**src/design/scsjd_pkg.sv**
```systemverilog
// Shared types, constants and helpers for the size-class shortest-job dispatcher.
// Used by scsjd_cell, scsjd_queue and size_class_shortest_job_dispatch_unit.
// No dependencies.
package scsjd_pkg;

   localparam int DEF_CLASS_DEPTH = 16;
   localparam int DEF_NUM_CLASSES = 6;
   localparam int MAX_CLASSES     = 6;
   localparam int CLASS_BASE_KB   = 8;

   localparam int ID_W     = 8;
   localparam int BURST_W  = 16;
   localparam int MEM_W    = 10;
   localparam int CLASS_W  = 3;
   localparam int STATUS_W = 3;

   localparam int REQ_DATA_BITS = ID_W + BURST_W + MEM_W;
   localparam int REQ_TDATA_W   = ((REQ_DATA_BITS + 7) / 8) * 8;
   localparam int RSP_DATA_BITS = ID_W + BURST_W + CLASS_W;
   localparam int RSP_TDATA_W   = ((RSP_DATA_BITS + 7) / 8) * 8;

   typedef enum logic {
      CMD_ADD  = 1'b0,
      CMD_TICK = 1'b1
   } cmd_type;

   typedef enum logic [STATUS_W-1:0] {
      STAT_ADDED      = 3'd0,
      STAT_TOO_BIG    = 3'd1,
      STAT_CLASS_FULL = 3'd2,
      STAT_ZERO_BURST = 3'd3,
      STAT_RAN        = 3'd4,
      STAT_FINISHED   = 3'd5,
      STAT_IDLE       = 3'd6
   } status_type;

   typedef enum logic {
      FSM_WAIT = 1'b0,
      FSM_EXEC = 1'b1
   } fsm_type;

   typedef struct packed {
      logic [ID_W-1:0]    id;
      logic [BURST_W-1:0] burst;
   } job_type;

   typedef struct packed {
      logic    insert;
      logic    pop;
      job_type job;
   } queue_ctrl_type;

   function automatic logic [CLASS_W-1:0] pick_class(input logic [MEM_W-1:0] mem);
      logic [CLASS_W-1:0] cls;
      logic               found;
      cls   = CLASS_W'(MAX_CLASSES);
      found = 1'b0;
      for (int c = 0; c < MAX_CLASSES; c++) begin
         if (!found && (mem <= MEM_W'(CLASS_BASE_KB << c))) begin
            cls   = CLASS_W'(c);
            found = 1'b1;
         end
      end
      return cls;
   endfunction

endpackage

```
**src/design/scsjd_cell.sv**
```systemverilog
// One slot of a sorted job queue: holds a job and its occupancy bit.
// Shifts right on insert, left on pop. Depends on scsjd_pkg.
module scsjd_cell (
   input  logic                      clock,
   input  logic                      reset,
   input  scsjd_pkg::queue_ctrl_type ctrl,
   input  logic                      left_ins,
   input  logic                      left_valid,
   input  scsjd_pkg::job_type        left_job,
   input  logic                      right_valid,
   input  scsjd_pkg::job_type        right_job,
   output logic                      ins,
   output logic                      valid,
   output scsjd_pkg::job_type        job
);

   logic               valid_ff, valid_in;
   scsjd_pkg::job_type job_ff, job_in;
   logic               goes_before;

   assign goes_before = (ctrl.job.burst < job_ff.burst) ||
                        ((ctrl.job.burst == job_ff.burst) && (ctrl.job.id < job_ff.id));
   assign ins   = !valid_ff || goes_before;
   assign valid = valid_ff;
   assign job   = job_ff;

   always_comb begin
      valid_in = valid_ff;
      job_in   = job_ff;
      priority if (ctrl.pop) begin
         valid_in = right_valid;
         job_in   = right_job;
      end else if (ctrl.insert && left_ins) begin
         valid_in = left_valid;
         job_in   = left_job;
      end else if (ctrl.insert && ins) begin
         valid_in = 1'b1;
         job_in   = ctrl.job;
      end
   end

   always_ff @(posedge clock) begin
      if (reset) begin
         valid_ff <= 1'b0;
      end else begin
         valid_ff <= valid_in;
      end
      job_ff <= job_in;
   end

endmodule

```
**src/design/scsjd_queue.sv**
```systemverilog
// One size-class queue: a row of scsjd_cell slots kept sorted by burst, then id.
// Depends on scsjd_pkg and scsjd_cell.
module scsjd_queue #(
   parameter int DEPTH = scsjd_pkg::DEF_CLASS_DEPTH
) (
   input  logic                      clock,
   input  logic                      reset,
   input  scsjd_pkg::queue_ctrl_type ctrl,
   output logic                      head_valid,
   output scsjd_pkg::job_type        head_job,
   output logic                      full
);

   logic               ins_w   [DEPTH];
   logic               valid_w [DEPTH];
   scsjd_pkg::job_type job_w   [DEPTH];

   genvar i;
   generate
      for (i = 0; i < DEPTH; i++) begin : g_cell
         logic               l_ins, l_valid, r_valid;
         scsjd_pkg::job_type l_job, r_job;
         if (i == 0) begin : g_first
            assign l_ins   = 1'b0;
            assign l_valid = 1'b0;
            assign l_job   = '0;
         end else begin : g_mid
            assign l_ins   = ins_w[i-1];
            assign l_valid = valid_w[i-1];
            assign l_job   = job_w[i-1];
         end
         if (i == DEPTH - 1) begin : g_last
            assign r_valid = 1'b0;
            assign r_job   = '0;
         end else begin : g_inner
            assign r_valid = valid_w[i+1];
            assign r_job   = job_w[i+1];
         end
         scsjd_cell u_cell (
            .clock       (clock),
            .reset       (reset),
            .ctrl        (ctrl),
            .left_ins    (l_ins),
            .left_valid  (l_valid),
            .left_job    (l_job),
            .right_valid (r_valid),
            .right_job   (r_job),
            .ins         (ins_w[i]),
            .valid       (valid_w[i]),
            .job         (job_w[i])
         );
      end
   endgenerate

   assign head_valid = valid_w[0];
   assign head_job   = job_w[0];
   assign full       = valid_w[DEPTH-1];

endmodule
```
**config.mk**
```make
export PLATFORM = sky130hd
export DESIGN_NAME = scsjd_queue
export DESIGN_NICKNAME = d
export VERILOG_FILES = /design/src/design/scsjd_pkg.sv /design/src/design/scsjd_cell.sv /design/src/design/scsjd_queue.sv
export SDC_FILE = /design/constraint.sdc
export NUM_CORES = 1
export LEC_CHECK = 0
export BUFFER_PORTS_ARGS = -buffer_cell sky130_fd_sc_hd__buf_2
export CORE_ASPECT_RATIO = 1.2
export CORE_MARGIN = 1.5
export CORE_UTILIZATION = 30
export DETAILED_ROUTE_END_ITERATION = 7
export REMOVE_ABC_BUFFERS = 1
export SETUP_SLACK_MARGIN = 0.15
export SLEW_MARGIN = 20
export SYNTH_ARGS = -nofsm -noshare
export SYNTH_HDL_FRONTEND = slang
export SYNTH_SLANG_ARGS = --single-unit
```
**constraint.sdc**
```tcl
create_clock -name clock -period 3.5 [get_ports clock]
set_input_delay 0 -clock clock [delete_from_list [all_inputs] [get_ports clock]]
set_output_delay 0 -clock clock [all_outputs]
set_load 0.01 [all_outputs]
```
# After elaboration in Yosys (flattened, before gate mapping)
# Cells that the tools add are included.
[classes]
eq_ne = 16
add_sub_neg = 0
reduce_logical = 97
bitwise_logic = 0
n_lt_le_gt_ge = 32
n_mux = 92
div_mod_pow = 0
n_shift = 0
multipliers = 0
[ops]
columns = ["cell", "n"]
rows = [
  ["2-to-1 mux 24 bit", 46],
  ["== test 16 bit", 16],
  ["less-than comparator 16 bit", 16],
  ["less-than comparator 8 bit", 16],
  ["2-to-1 mux 1 bit", 46],
  ["nonzero test 3 bit", 14],
  ["logical AND 1 bit", 32],
  ["logical OR 1 bit", 32],
  ["logical NOT 1 bit", 16],
  ["nonzero test 2 bit", 2],
  ["OR reduction 2 bit", 1],
]
[totals]
rom_bits = 0
in_bits = 28
ramBits = 0
register_bits = 400
wordCells = 285
latch_bits = 0
mem_count = 0
out_inout_bits = 26

# Depth between registers and ports, before layout
[depth]
word_depth = 8
mapped_depth = 11
depth_no_buf = 9

# Hierarchy
# A second synthesis with hierarchy kept.
[hier_totals]
hier_cells = 3088
hier_area_um2 = 29776.1
[by_module_without_submodules]
columns = ["mod", "area_each_um2", "instances", "seq_area_each_um2", "cells_each"]
rows = [
  ["scsjd_cell (g_cell[0].u_cell ...)", 1860.5, 15, 740.7, 193],
  ["scsjd_cell (g_cell[9].u_cell)", 1864.3, 1, 740.7, 192],
  ["scsjd_queue", 3.8, 1, 0.0, 1],
]

# Worst setup path before layout
# Ideal clock, no wire load.
[synth_timing]
kind = "register to register"
start = "reg g_cell[7].u_cell.job_ff, in the netlist g_cell[7].u_cell.job[1]"
end = "reg g_cell[8].u_cell.job_ff, in the netlist g_cell[8].u_cell.job[0] (enable)"
path_buffers = 1
stages_incl_launch_ff = 10
setup_slack_ps = -334
arrival_ps = 3396
setup_ps = 438
cell_sequence = "edfxtp_1 > inv_1 > ha_1 > nor2b_1 > o211ai_1 > a21oi_1 > o21a_1 > o211a_1 > clkbuf_1 > o21ai_0"
[synth_via]
elab_chain_len = 6
elab_cells_between_ends = 7
classes_between = "order compare (1); eq/ne (1); reduce/logical (5)"
[synth_rtl]
columns = ["item", "line_no", "source"]
rows = [
  ["start: declaration", "scsjd_cell.sv:18", "scsjd_pkg::job_type job_ff, job_in;"],
  ["start signal: assignment", "scsjd_cell.sv:48", "job_ff <= job_in;"],
  ["branches (longest 2 deep; another with less-than comparator 16 bit)", "-", ""],
  ["logical OR 1 bit *", "scsjd_cell.sv:21", "assign goes_before = (ctrl.job.burst < job_ff.burst) ||"],
  ["logical OR 1 bit *", "scsjd_cell.sv:23", "assign ins = !valid_ff || goes_before;"],
  ["logical AND 1 bit *", "scsjd_cell.sv:33", "end else if (ctrl.insert && left_ins) begin"],
  ["nonzero test 3 bit (no line) *", "-", ""],
  ["end signal: assignment", "scsjd_cell.sv:48", ""],
  ["end: declaration", "scsjd_cell.sv:18", ""],
]
# Mark *: on every way between the ends.
# A chain may end at the register's enable or synchronous reset.

==> flow_metrics.env <==
export IMPL_outcome="complete, no violations"
export IMPL_finalSetupTns_ps=0
export IMPL_synth_edf_count=360
export IMPL_place_hpwl_um=62700
export IMPL_clk_pin_slew_worst_paths_ps=60
export IMPL_r2r_end="g_cell[4].u_cell.job[20]"
export IMPL_dp_slack_ps=260
export IMPL_critical_path_top_delay_family="compound AO/OA/AOI/OAI gates"
export IMPL_route_detailed_drc=0
export IMPL_maxCapViolCount=0
export IMPL_via_per_inst=5.53
export IMPL_grt_usage_pct=16.5
export IMPL_io_buffers=53
export IMPL_hold_end="g_cell[4].u_cell.job[7]"
export IMPL_worst_slew_pin_slew_ps=937
export IMPL_reg2reg_from="g_cell[3].u_cell.job[14]"
export IMPL_clockRootBuffer="clkbuf_16"
export IMPL_clock_fmax_mhz=312
export IMPL_final_cells=4463
export IMPL_cp_common_cell="o211a_1"
export IMPL_crit_arrival_ps=3520
export IMPL_die_area_um2=101000
export IMPL_crit_chain="inv_1, ha_1, nand4_1, nor3_1, o211a_1, o31ai_1, o211a_1, o21ai_0, a22oi_1"
export IMPL_nNetsFinal=3537
export IMPL_fin_hold_ws_ps=28.5
export IMPL_yosysWarnings=0
export IMPL_dp_cells=4347
export IMPL_most_common_layout_cells="o21ai_0 (419), ha_1 (368), edfxtp_1 (360), inv_1 (356), a31oi_1 (237)"
export IMPL_wl_um=85300
export IMPL_min_from="ctrl[7]"
export IMPL_clkSinkCount=400
export IMPL_synthCells=3130
export IMPL_die_w_um=290
export IMPL_crit_required_ps=3810
export IMPL_numCtsBuffers=50
export IMPL_area_delta_synth_final_pct=13.4
export IMPL_synthTopCellsByArea="edfxtp_1 (36%), ha_1 (16%), o21ai_0 (7.1%), a22oi_1 (5.5%), a31oi_1 (5.0%)"
export IMPL_grt_pass1_wl_um=136000
export IMPL_syn_avg_cell_area_um2=9.47
export IMPL_final_cell_area_um2=33600
export IMPL_criticalPathCategory="flip-flop to flip-flop"
export IMPL_drive_above_1_share_pct=9.46
export IMPL_whs_path_depth=3
export IMPL_finalSetupViolCount=0
export IMPL_rsz0062_at_grt="false"
export IMPL_cts_tree="yes"
export IMPL_skew_ps=23.2
export IMPL_post_route_min_period_ps=3210
export IMPL_die_y_um=347
export IMPL_synth_async_reset_ratio_pct=0
export IMPL_drt_iter0_drc=1631
export IMPL_vias=24663
export IMPL_insertion_delay_ps=600
export IMPL_worstRegToRegCells=9
export IMPL_seq_area_frac_synth_pct=39.2
export IMPL_syn_cell_area_um2=29600
export IMPL_ys_flop_type="edfxtp_1"
export IMPL_min_path_type="primary input to flip-flop"
export IMPL_drv_slew=0
export IMPL_end_kind="flip-flop"
export IMPL_gp_congestion=0.834
export IMPL_synth_cell_types=54
export IMPL_leakagePower_nw=14.2
export IMPL_ir_drop_mv=0.361
export IMPL_layout_commonest_cell="o21ai_0"
export IMPL_nFillCells=9898
export IMPL_cts_setup_buffers=0
export IMPL_overflow=0
export IMPL_h_tree_depth=2
export IMPL_io_pins=54
export IMPL_start_util_pct=30.2
export IMPL_final_hold_viol_count=0
export IMPL_cts_path_max_buffers=3
export IMPL_total_power_mw=14.8
export IMPL_relSlewSlack_pct=37.5
export IMPL_r2r_slack_ps=290
export IMPL_crit_path_start_kind="flip-flop"
export IMPL_cp_max_fo=24
export IMPL_utilization_pct=34.2
export IMPL_placed_cell_area_um2=31800
export IMPL_drtPass1Iterations=6
export IMPL_wl_per_cell_um=19.1
export IMPL_path_buf_inv=1
export IMPL_synth_top_cell_area_share_pct=36.5
export IMPL_drtAntennaViolNets=0
export IMPL_grt_max_degree=159
export IMPL_power_density_nw_per_um2=440
export IMPL_cpPeakStageDelay_ps=760
export IMPL_grt_antenna_before_repair=1
export IMPL_ys_seq_elements=400
export IMPL_row_count=126
export IMPL_grt_pass1_vias=24712
export IMPL_antenna_diode_count=0
export IMPL_cp_slowest_cell="nor3_1"
export IMPL_synth_area_leader_cell="edfxtp_1"
export IMPL_coreArea_um2=98200
export IMPL_fin_crit_sh_pct=91.6
export IMPL_setup_ws_ps=295
-- cell type report --
class                           count  area (µm²)  area share [%]
Sequential cell                   400       11600            34.5
Clock buffer                       67        1390            4.13
Clock inverter                     27         218           0.647
Tap cell                         1280        1600            4.76
Inverter                          357        1350            4.01
Multi-Input combinational cell   2128       15800            46.8
Timing Repair Buffer              204        1710            5.09
-- power breakdown --
group / total, mW / internal (mW) / switching, mW
combinational: 3.28 / 1.30 / 1.98
sequential: 6.33 / 5.93 / 0.399
clock: 5.18 / 3.06 / 2.12
-- state kept, by name, summed over array words and instances, names as in the netlist --
name and cells:
g_cell.u_cell.valid 16, g_cell.u_cell.job 384
-- timing repair --
action | CTS | global route
hold endpoints to repair | 77 | 0
hold buffers | 22 | 0
gates resized for setup | 0 | 0
-- how the worst max path moves through the flow --
stage | start | end | slack, ps | depth (start not counted)
2_1_floorplan | ctrl[25] | g_cell[6].u_cell.job[0] | -4190 | 4
3_3_place_gp | ctrl[11] | g_cell[0].u_cell.job[17] | 280 | 11
3_5_place_dp | ctrl[11] | g_cell[1].u_cell.job[12] | 260 | 11
4_1_cts | g_cell[0].u_cell.job[13] | g_cell[1].u_cell.job[12] | 290 | 9
5_1_grt | g_cell[3].u_cell.job[14] | g_cell[4].u_cell.job[16] | 190 | 9
6_report | g_cell[3].u_cell.job[14] | g_cell[4].u_cell.job[20] | 290 | 9
-- cell families (layout without fill, tap and decap cells) --
kind of cell               count (synthesis)  in the layout  share of synthesized area, %
and+or+nand+nor                          362            362                          5.96
muxes                                     87             87                          3.04
DFF                                      400            400                          39.2
AOI/OAI and AO/OA                       1311           1311                          28.6
buffers and inverters                    602            655                          7.74
adders and majority gates                368            368                          15.5
-- cell usage after synthesis (6+ instances only) --
master,instances
o21a_1,14
nor2b_1,30
edfxtp_1,360
o21ai_0,420
a311oi_2,18
o31ai_1,15
nor3_1,21
inv_1,356
ha_1,368
dfxtp_1,40
a21o_1,55
o211a_1,23
and4_1,6
a31oi_1,237
nand4_1,67
nand2_1,106
mux2i_1,62
o21ai_1,14
clkbuf_1,223
nor2_1,92
a32oi_1,80
a21oi_1,134
buf_2,6
mux2_2,24
nand2b_1,23
o211ai_1,30
buf_1,11
a211oi_1,33
a22oi_1,219
-- tightest hold or removal path, stage by stage --
cell	delay, ps
buf_2	240
o21ai_0	130
a22oi_1	70
-- routing by layer --
layer	vias up	share of wire [%]	track usage, %
met4	2	2.6	5.11
met1	11920	43	20.5
met3	120	3.8	1.63
met2	574	50	30.0
li1	12047	-	-
met5	-	0.019	0
Note: power is estimated with default switching activity, not from simulation.
